--- src/hw/rtl/ptps_pkg.sv ---
package ptps_pkg;

   localparam int CoordW = 32;
   localparam int AngleW = 16;
   localparam int RangeW = 48;
   localparam int CorW = 34;
   localparam int CorSteps = 30;
   localparam int MulSteps = 14;

   localparam logic [RangeW-1:0] RangeReset = 48'd524288;
   localparam logic signed [CoordW-1:0] OneQ30 = 32'sd1073741824;
   localparam logic signed [CorW-1:0] CorOne = 34'sd1073741824;
   localparam logic signed [CorW-1:0] CorHalfTurn = 34'sd2147483648;
   localparam logic signed [CorW-1:0] CorX0 = 34'sd652032874;

   typedef enum logic {
      KIND_POINT = 1'b0,
      KIND_POSE = 1'b1
   } kind_type;

   typedef struct packed {
      logic [AngleW-1:0] yaw_angle;
      logic [AngleW-1:0] pitch_angle;
      logic [AngleW-1:0] roll_angle;
      logic signed [CoordW-1:0] coord_z;
      logic signed [CoordW-1:0] coord_y;
      logic signed [CoordW-1:0] coord_x;
      kind_type kind;
   } item_type;

   typedef enum logic [2:0] {
      OP_SR = 3'd0,
      OP_CR = 3'd1,
      OP_SP = 3'd2,
      OP_CP = 3'd3,
      OP_SY = 3'd4,
      OP_CY = 3'd5,
      OP_SPSR = 3'd6,
      OP_SPCR = 3'd7
   } operand_type;

   function automatic logic signed [CorW-1:0] atan_turn(input logic [4:0] idx);
      logic signed [CorW-1:0] v;
      case (idx)
         5'd0: v = 34'sd536870912;
         5'd1: v = 34'sd316933406;
         5'd2: v = 34'sd167458907;
         5'd3: v = 34'sd85004756;
         5'd4: v = 34'sd42667331;
         5'd5: v = 34'sd21354465;
         5'd6: v = 34'sd10679838;
         5'd7: v = 34'sd5340245;
         5'd8: v = 34'sd2670163;
         5'd9: v = 34'sd1335087;
         5'd10: v = 34'sd667544;
         5'd11: v = 34'sd333772;
         5'd12: v = 34'sd166886;
         5'd13: v = 34'sd83443;
         5'd14: v = 34'sd41722;
         5'd15: v = 34'sd20861;
         5'd16: v = 34'sd10430;
         5'd17: v = 34'sd5215;
         5'd18: v = 34'sd2608;
         5'd19: v = 34'sd1304;
         5'd20: v = 34'sd652;
         5'd21: v = 34'sd326;
         5'd22: v = 34'sd163;
         5'd23: v = 34'sd81;
         5'd24: v = 34'sd41;
         5'd25: v = 34'sd20;
         5'd26: v = 34'sd10;
         5'd27: v = 34'sd5;
         5'd28: v = 34'sd3;
         5'd29: v = 34'sd1;
         default: v = '0;
      endcase
      return v;
   endfunction

   function automatic logic signed [CoordW-1:0] clamp_q30(input logic signed [CorW-1:0] v);
      logic signed [CoordW-1:0] r;
      if (v > CorOne) begin
         r = OneQ30;
      end else if (v < -CorOne) begin
         r = -OneQ30;
      end else begin
         r = v[CoordW-1:0];
      end
      return r;
   endfunction

   function automatic operand_type mul_opa(input logic [3:0] step);
      operand_type r;
      case (step)
         4'd0, 4'd1: r = OP_SP;
         4'd2, 4'd3, 4'd5, 4'd9, 4'd11: r = OP_CY;
         4'd4, 4'd6, 4'd7, 4'd8, 4'd10: r = OP_SY;
         4'd12, 4'd13: r = OP_CP;
         default: r = OP_SR;
      endcase
      return r;
   endfunction

   function automatic operand_type mul_opb(input logic [3:0] step);
      operand_type r;
      case (step)
         4'd0, 4'd6, 4'd11, 4'd12: r = OP_SR;
         4'd1, 4'd4, 4'd9, 4'd13: r = OP_CR;
         4'd2, 4'd7: r = OP_CP;
         4'd3, 4'd8: r = OP_SPSR;
         4'd5, 4'd10: r = OP_SPCR;
         default: r = OP_SR;
      endcase
      return r;
   endfunction

endpackage

--- src/hw/rtl/ptps_queue.sv ---
module ptps_queue (
   input  logic clock,
   input  logic reset,
   input  logic in_valid,
   output logic in_ready,
   input  ptps_pkg::item_type in_item,
   output logic out_valid,
   input  logic out_pop,
   output ptps_pkg::item_type out_item
);
   import ptps_pkg::*;

   item_type slot_ff [2];
   logic wr_ptr_ff, wr_ptr_in;
   logic rd_ptr_ff, rd_ptr_in;
   logic [1:0] count_ff, count_in;
   logic push;
   logic pop;

   assign in_ready = (count_ff != 2'd2);
   assign out_valid = (count_ff != 2'd0);
   assign out_item = slot_ff[rd_ptr_ff];
   assign push = in_valid && in_ready;
   assign pop = out_pop && out_valid;

   always_comb begin
      wr_ptr_in = wr_ptr_ff ^ push;
      rd_ptr_in = rd_ptr_ff ^ pop;
      count_in = count_ff + {1'b0, push} - {1'b0, pop};
   end

   always_ff @(posedge clock) begin
      if (reset) begin
         wr_ptr_ff <= 1'b0;
         rd_ptr_ff <= 1'b0;
         count_ff <= 2'd0;
      end else begin
         wr_ptr_ff <= wr_ptr_in;
         rd_ptr_ff <= rd_ptr_in;
         count_ff <= count_in;
      end
   end

   always_ff @(posedge clock) begin
      if (push) begin
         slot_ff[wr_ptr_ff] <= in_item;
      end
   end

endmodule

--- config.mk ---
export PLATFORM = sky130hd
export DESIGN_NAME = ptps_queue
export DESIGN_NICKNAME = d
export VERILOG_FILES = /design/src/hw/rtl/ptps_pkg.sv /design/src/hw/rtl/ptps_queue.sv
export SDC_FILE = /design/constraint.sdc
export NUM_CORES = 1
export LEC_CHECK = 0
export BUFFER_PORTS_ARGS = -buffer_cell sky130_fd_sc_hd__buf_2
export CAP_MARGIN = 20
export CORE_AREA = 3 3 180 182
export CTS_CLUSTER_DIAMETER = 200
export DETAILED_ROUTE_END_ITERATION = 12
export DIE_AREA = 0 0 183 185
export SLEW_MARGIN = 15
export SYNTH_ARGS = -nofsm -noshare
export SYNTH_HDL_FRONTEND = slang
export SYNTH_SLANG_ARGS = --single-unit
--- constraint.sdc ---
create_clock -name clock -period 6 [get_ports clock]
set_input_delay 1.2 -clock clock [delete_from_list [all_inputs] [get_ports clock]]
set_output_delay 1.2 -clock clock [all_outputs]
set_load 0.01 [all_outputs]
# After elaboration in Yosys (flattened, before gate mapping)
# Memory sizes are Yosys's and may differ from the RTL's. A register that Yosys moved wholly into a read port is not among the register bits.
# Index checks and enable logic that the tools add are counted.
# word_totals
register_bits	4
ramBits	290
output_inout_bits	147
n_memories	1
# mem_list
name	words	word_bits	read_ports	rd_clocked_by_memory_dff	wr	line_no	text
slot_ff	2	145	1	1	1	ptps_queue.sv:13	item_type slot_ff [2];
# op_classes
add_sub_neg	2
eq_ne	1
n_mux	3
bitwise_logic	2
reduce_logical	3
# ops
op	n
1-bit 2-to-1 mux	3
2-bit by 1-bit adder with 2-bit output	1
1-bit logical AND	2
2-bit inequality test (second input constant)	1
2-bit nonzero test	1
2-bit by 1-bit subtractor with 2-bit output	1
1-bit bitwise XOR	2

# Depth between registers and ports, before layout
# Gate-level depths: netlist of the first run.
# logic_depth
depth_word	4
ltp_mapped	6
ltp_nobuf	6

# Least setup slack after synthesis of the first run
# No wires, ideal clock.
# synth_path
path_kind	input-to-reg
from	in in_valid
to	mem slot_ff[0][0] in the netlist's numbering (enable)
arrival_ns	4.691
required_ns	5.477
path_slack_ns	0.787
stages	2
cell_sequence	and2_1 ha_1
# synth_via
elab_chain_len	3
# synth_rtl
item	line_no	text
from (decl)	ptps_queue.sv:4	input logic in_valid,
1-bit logical AND	ptps_queue.sv:23	assign push = in_valid && in_ready;
1-bit 2-to-1 mux	ptps_queue.sv:45	if (push) begin
1-bit 2-to-1 mux (not written as such)	ptps_queue.sv:46	slot_ff[wr_ptr_ff] <= in_item;
to (decl)	ptps_queue.sv:13	
# No other way between the ends.

==> impl_results.md, run 1 <==
* Drt drc at 0
* Largest area contributor in the netlist: edfxtp_1
* Area Overhead vs Synth at 26.12%
* Final nets at between 900 and 1000
* Kind of critical path: reg2out
* Simple-Gate Fraction of Synth Area at less than 1%
* Total Neg Setup Slack at 0 ps
* Port bufs at about 300
* Chip width at between 150 and 200 um
* Status: finished clean
* Hold buffers post-CTS at 0
* Global routing usage on met3 at roughly 4.4%
* CP required at approximately 4800 ps
* Gr usage total at 12.05%
* Clock skew at roughly 15 ps
* Multiplexer area fraction after synthesis at between 10% and 20%
* Total routed wirelength at roughly 22 mm
* Slew Limit Fails at 0
* Startpoint Class: flip-flop
* Switching share of total power at 25.82%
* Die ar. at 0.03386 mm^2
* Clk Latency, worst-skew pair at 550 ps
* Global-route wire length before repair at ~32 mm
* Share of cells above drive strength 1 at about three fifths
* Remaining global-route overflow at 0
* Post-Syn Area at between 0.01 and 0.015 mm^2
* CTS tree: built
* Drt initial violations at 232
* Drt pass-1 iters at 4
* Most common cell in the netlist: edfxtp_1
* CP arrival at around 2700 ps
* LEAKAGE at 4.987 nW
* Avg WL per Cell at 17.78 um
* Final Hold Viols at 0
* Most instantiated cells after synthesis: edfxtp_1 (290), mux2_2 (145), buf_6 (10)
* Synth area leaders: edfxtp_1 (81%), mux2_2 (15%), buf_6 (1.0%), dfxtp_1 (0.75%), buf_4 (0.35%)
* Power share of the combinational group at 19.7%
* CTS clk-pin slew, worst paths at approximately 60 ps
* Clk buf depth at 3
* Asr flop ratio synth at 0%
* Vias/cell at roughly 4.5
* Achievable frequency at around 250 MHz
* Initial antenna violation count at 4
* Io pins at 296
* Vias in the first global route at ~5700
* Most Crowded Layer GR: met2
* Crit share post-route at roughly two thirds
* Compound-Gate Fraction of Synth Area at less than 1%
* Fill count at approximately 2800
* Main synth FF type: edfxtp_1
* CP max FO at 72
* Unrepaired setup endpoints after global routing: false
* R2r setup slk at 3610 ps
* Met1 global-route usage at between 10 and 15%
* Pwr per Cell Area at around 400 mW/mm^2
* Post-CTS Setup Inserts at 0
* Syn Inst Count at roughly 480
* Starting Density at 34.90%
* CP Cell Sequence: buf_4, mux2_2, buf_2
* Main combinational cell family by area after synthesis: multiplexers
* Final HPWL DP at roughly 14 mm
* Final core occ at about 44%
* Met2 Resource Use GR at between 20% and 30%
* Row cnt at 64
* Worst-case reg-to-reg path depth at 4
* Clock root cell: clkbuf_16
* Worst-margin pin slew at 1050 ps
* Post-cts sizing count at 0
* Pin count of the biggest net entering global routing at 88
* Flop pwr share at 48.8%
* Count of final setup violators at 0
* Synthesized netlist net count at 629
* Via count at 5466
* Psw at ~1.4 mW
* Adder-cell share of the synthesized area at less than 1%
* # Max-Cap Violations at 0
* Distinct cells, synth at 22
* Worst hold path type: reg2reg
* CTS Buf Count at 30
* Rel. slew slack at ~30%
* Number of synthesized flops with an enable pin at 290
* Worst path max stage delay at 1010 ps
* Critical Path End Type: output pin
* H-tree depth at 1
* Int Pwr at a little over 4 mW
* Yosys reg bits at slightly below 300
* Post-route ant nets at 0
* Share of the synthesized area in the top cell type at 81.16%
* Hold path cells at 3
* Mean Syn Cell Area at ~22 um^2
* Xor and xnor fraction of the mapped netlist area at less than 1%
* Synthesis warning total at 0
* Crit path max-delay cell type: dfxtp_4
* Core footprint at a little over 0.03 mm^2
* Sequential fraction of the synthesis area at between 80% and 90%
* Clk pwr share at between 30% and 40%
* Period minus WS final at 3939 ps
* CTS sink count at 294
* Max VDD drop at between 0.2 and 0.3 mV
* GPL Wtd Cong at approximately 0.7
* Die Y at around 190 um
## registers in the layout, indices dropped and copies added, names as in the netlist
register   cells
slot_ff      290
wr_ptr_ff      1
count_ff       2
rd_ptr_ff      1
## per-stage QoR
| stage | power (mW) | worst slack, ps | hold slack (ps) | area, um^2 | std cells |
|---|---|---|---|---|---|
| after detailed placement | 3.797 | 2469 | 586.6 | 12630 | 1158 |
| after floorplan | 3.388 | 786.7 | 523.5 | 10730 | 478 |
| after global placement | 3.786 | 2475 | 577.9 | 12630 | 1158 |
| after global routing | 5.695 | 1835 | 619.4 | 13530 | 1211 |
| after CTS | 5.527 | 1866 | 592.7 | 13530 | 1210 |
| final | 5.429 | 2061 | 590.8 | 13530 | 1211 |
## cell type report
cell class                 instances  area, um^2  area share (%)
multi-input combinational        167        1800           13.30
clock buffer                      34       787.0           5.815
sequential                       294        8792           64.97
timing repair buffer             300        1539           11.37
tap                              396       495.5           3.661
inverter                           1       3.754         0.02774
antenna                            1       2.502         0.01849
clock inverter                    18       112.6          0.8321
## worst max-delay path: cells and delay by family (launching register included)
kind                   cells  cell delay [ps]
buffers and inverters      2              750
DFF                        1             1010
muxes                      1              400
## metal layers
metal	wire [um]	vias up
li1	-	2536
met1	8355	2663
met2	10390	211
met3	1980	50
met4	763	6
met5	34	-
## path summary, 6_finish.rpt
kind                                              from                  endpoint
worst min register to register    wr_ptr_ff$_SDFF_PP0_      wr_ptr_ff$_SDFF_PP0_
worst max register to register  count_ff[0]$_SDFF_PP0_  slot_ff[0][56]$_DFFE_PP_
worst max-delay path              rd_ptr_ff$_SDFF_PP0_               out_item[9]
worst min-delay path              wr_ptr_ff$_SDFF_PP0_      wr_ptr_ff$_SDFF_PP0_
## logic make-up (layout without fill, tap and decap cells)
group,Yosys count,in the layout
adder cells (fa/ha/maj),2,2
multiplexers,146,146
AND/OR/NAND/NOR,13,13
AO/OA/AOI/OAI,5,5
other,0,1
flip-flops,294,294
XOR/XNOR,1,1
buffers and inverters,17,353
## cell usage in the layout (no fill, tap or decap), drive strengths merged
cell	netlist	routed
buf	16	300
edfxtp	290	290
mux2	146	146
clkbuf	0	34
clkinv	0	15
nor2	5	5
dfxtp	4	4
nor2b	2	2
o21ai	2	2
clkinvlp	0	2
ha	2	2
diode	0	1
or2	1	1
nand2b	1	1
inv	1	1
and2	1	1
a211oi	1	1
nand3	1	1
and3	1	1
xor2	1	1
and2b	1	1
a21bo	1	1
a32oi	1	1
bufinv	0	1
## power groups by stage
stage / Combinational (mW) / Clock [mW] / Sequential (mW)
after floorplan: 0.730 / 0 / 2.66
after global placement: 1.09 / 0 / 2.69
after detailed placement: 1.09 / 0 / 2.70
after CTS: 1.10 / 1.77 / 2.66
after global routing: 1.16 / 1.85 / 2.68
final: 1.07 / 1.71 / 2.65
Power figures use the tool's default switching activity.
==> run 2, diff against run 1 <==
==> constraint.sdc (replaced) <==
create_clock -name clock -period 4.06 [get_ports clock]
set_input_delay 0.812 -clock clock [delete_from_list [all_inputs] [get_ports clock]]
set_output_delay 0.812 -clock clock [all_outputs]
set_load 0.01 [all_outputs]
==> run 2 against run 1 <==
Clock power increased by 51%. Sequential share of layout area decreased by 0.51 points. Via count increased by 0.11%. Register-to-register slack got worse by 1700 ps. Wire length decreased by 0.68%. First-iteration DRC count increased by 0.43%. Flip-flop and latch count unchanged. Non-clock buffer count increased by 1. Core utilization increased by 0.35 points. Largest power group unchanged.
==> impl_results.md, run 2 (synthesis results as in run 1) <==
* Unrepaired setup endpoints after global routing: false
* Pin count of the biggest net entering global routing at 57 (-35%)
* Fill count at 2765 (-1.4%)
* Count of final setup violators at 0 (unchanged)
* Port bufs at 295 (unchanged)
* R2r setup slk at 1910 ps (-1700 ps)
* CP arrival at 2290 ps (-450 ps)
* Largest reg by FF count: slot_ff
* Clock root cell: clkbuf_16
* CTS sink count at 294 (unchanged)
* CTS clk-pin slew, worst paths at 60 ps (about the same)
* Finished Cell Area at 0.01364 mm^2 (+0.79%)
* Rel. slew slack at 49.59% (+20 points)
* LEAKAGE at 5.026 nW (+0.78%)
* Gr usage total at 12.00% (-0.055 points)
* Met1 WL at 8.487 mm (+1.6%)
* Via count at 5472 (+0.11%)
* Worst Hold End: slot_ff[0][38]$_DFFE_PP_
* Clk Latency, worst-skew pair at 540 ps (about the same)
* Total routed wirelength at 21.38 mm (-0.68%)
* Remaining global-route overflow at 0 (unchanged)
* Die ar. at 0.03386 mm^2 (unchanged)
* Worst hold path startpoint: in_item[38]
* Drt initial violations at 233 (+0.43%)
* Achievable frequency at between 300 and 400 MHz
* Global-route wire length before repair at 32.04 mm (about the same)
* Share of cells above drive strength 1 at 60.24% (-0.20 points)
* Post-CTS Setup Inserts at 0 (unchanged)
* # Max-Cap Violations at 0 (unchanged)
* Max VDD drop at 0.3807 mV (+38%)
* Row cnt at 64 (unchanged)
* Worst-case reg-to-reg path depth at 4 (unchanged)
* Pwr per Cell Area at 595.0 mW/mm^2 (+48%)
* Core footprint at 0.03075 mm^2 (unchanged)
* Initial antenna violation count at 2 (-2)
* Crit share post-route at between 70% and 80%
* Most frequent cells in the layout: buf_2 (295), edfxtp_1 (290), mux2_2 (145)
* Chip width at 183 um (unchanged)
* Vias in the first global route at 5754 (+0.74%)
* Avg WL per Cell at 17.57 um (-1.2%)
* CTS Buf Count at 31 (+3.3%)
* Max reg flops at 290 (unchanged)
* Final Hold Viols at 0 (unchanged)
* Worst hold path type: in2reg
* Crit path max-delay cell type: dfxtp_4
* Drt pass-1 iters at 4 (unchanged)
* Io pins at 296 (unchanged)
* CP Cell Sequence: buf_12, mux2_2, buf_2
* Clock skew at 15.46 ps (+0.5666 ps)
* Clk buf depth at 3 (unchanged)
* Reg-to-reg startpoint: count_ff[0]$_SDFF_PP0_
* Hold slack at 453.9 ps (-136.9 ps)
* Final HPWL DP at 14.02 mm (+0.88%)
* Vias/cell at 4.496 (-0.38%)
* Worst-margin pin slew at 756.1 ps (-294.2 ps)
* Met3 routed wirelength at 1.798 mm (-9.2%)
* CP max FO at 55 (-24%)
* Overall Power at 8.115 mW (+49%)
* CTS tree: built
* Critical Path End Type: output pin
* Startpoint Class: flip-flop
* Kind of critical path: reg2out
* WL met2 at 10.52 mm (+1.2%)
* Hold buffers post-CTS at 0 (unchanged)
* Area Overhead vs Synth at 27.11%
* Drt drc at 0 (unchanged)
* Worst reg2reg endpoint: slot_ff[0][28]$_DFFE_PP_
* Commonest non-fill, non-tap cell in the layout: buf_2
* GPL Wtd Cong at 0.7251 (+1.7%)
* Post-route ant nets at 0 (unchanged)
* Post-cts sizing count at 0 (unchanged)
* Biggest regs: slot_ff: 290 flops, count_ff: 2 flops
* DP Area at 0.01269 mm^2 (+0.46%)
* H-tree depth at 1 (unchanged)
* Total Neg Setup Slack at 0 ps (unchanged)
* Period minus WS final at a little over 3000 ps
* Highest metal used: met5
* Final nets at 947 (+0.21%)
* Die Y at 185 um (unchanged)
* Starting Density at 34.90% (unchanged)
* Status: finished clean
* CP required at 3250 ps (-1550 ps)
* Slew Limit Fails at 0 (unchanged)
* Hold path cells at 1 (-2)
* Final core occ at 44.36% (+0.35 points)
* Worst path max stage delay at 790 ps (-220 ps)
[run 2: changes by cell type in the layout (fill, tap and decap cells not counted)]
cell	previous run	this run
buf_4	3	0
clkbuf_1	3	4
buf_12	2	6
clkinv_2	9	8
bufinv_16	1	2
clkinv_1	6	9
clkinv_4	0	1
[run 2: layout make-up]
class	instances	area (um^2)	area share, %
Timing Repair Buffer	301	1597	11.71
Antenna cell	1	2.502	0.01835
Sequential cell	294	8792	64.46
Clock buffer	35	790.8	5.798
Multi-Input combinational cell	167	1800	13.20
Tap cell	396	495.5	3.633
Inverter	1	3.754	0.02752
Clock inverter	22	157.7	1.156
[run 2: how the worst max path moves through the flow]
stage,depth (start not counted),from,endpoint,slack [ps]
finish,3,rd_ptr_ff$_SDFF_PP0_,out_item[4],960
global placement,3,rd_ptr_ff$_SDFF_PP0_,out_item[42],1470
detailed placement,3,rd_ptr_ff$_SDFF_PP0_,out_item[96],1480
floorplan,2,in_valid,slot_ff[0][0]$_DFFE_PP_,810
CTS,3,rd_ptr_ff$_SDFF_PP0_,out_item[96],870
global route,3,rd_ptr_ff$_SDFF_PP0_,out_item[4],820
[run 2: stage by stage]
| stage | worst slack, ps | instances |
|---|---|---|
| floorplan | 810.5 | 478 |
| global placement | 1470 | 1159 |
| detailed placement | 1476 | 1159 |
| CTS | 871.4 | 1216 |
| global route | 821.7 | 1217 |
| finish | 956.5 | 1217 |
[run 2: routing by layer]
metal / track usage, % / vias to the layer above
li1: - / 2546
met1: 14.39 / 2681
met2: 20.67 / 198
met3: 4.085 / 45
met4: 3.504 / 2
met5: 0 / -
[run 2: power by group]
part	internal (mW)	leakage (nW)	total, mW	switching, mW
Clock	1.51	0.465	2.59	1.07
Sequential	3.76	2.75	3.89	0.130
Combinational	0.779	1.81	1.64	0.861
Total	6.05	5.03	8.11	2.07
[run 2: worst max-delay path, delay by kind of cell, from the launching register on]
kind / cells / cell delay [ps]
buffers and inverters: 2 / 520
flip-flops: 1 / 790
multiplexers: 1 / 390
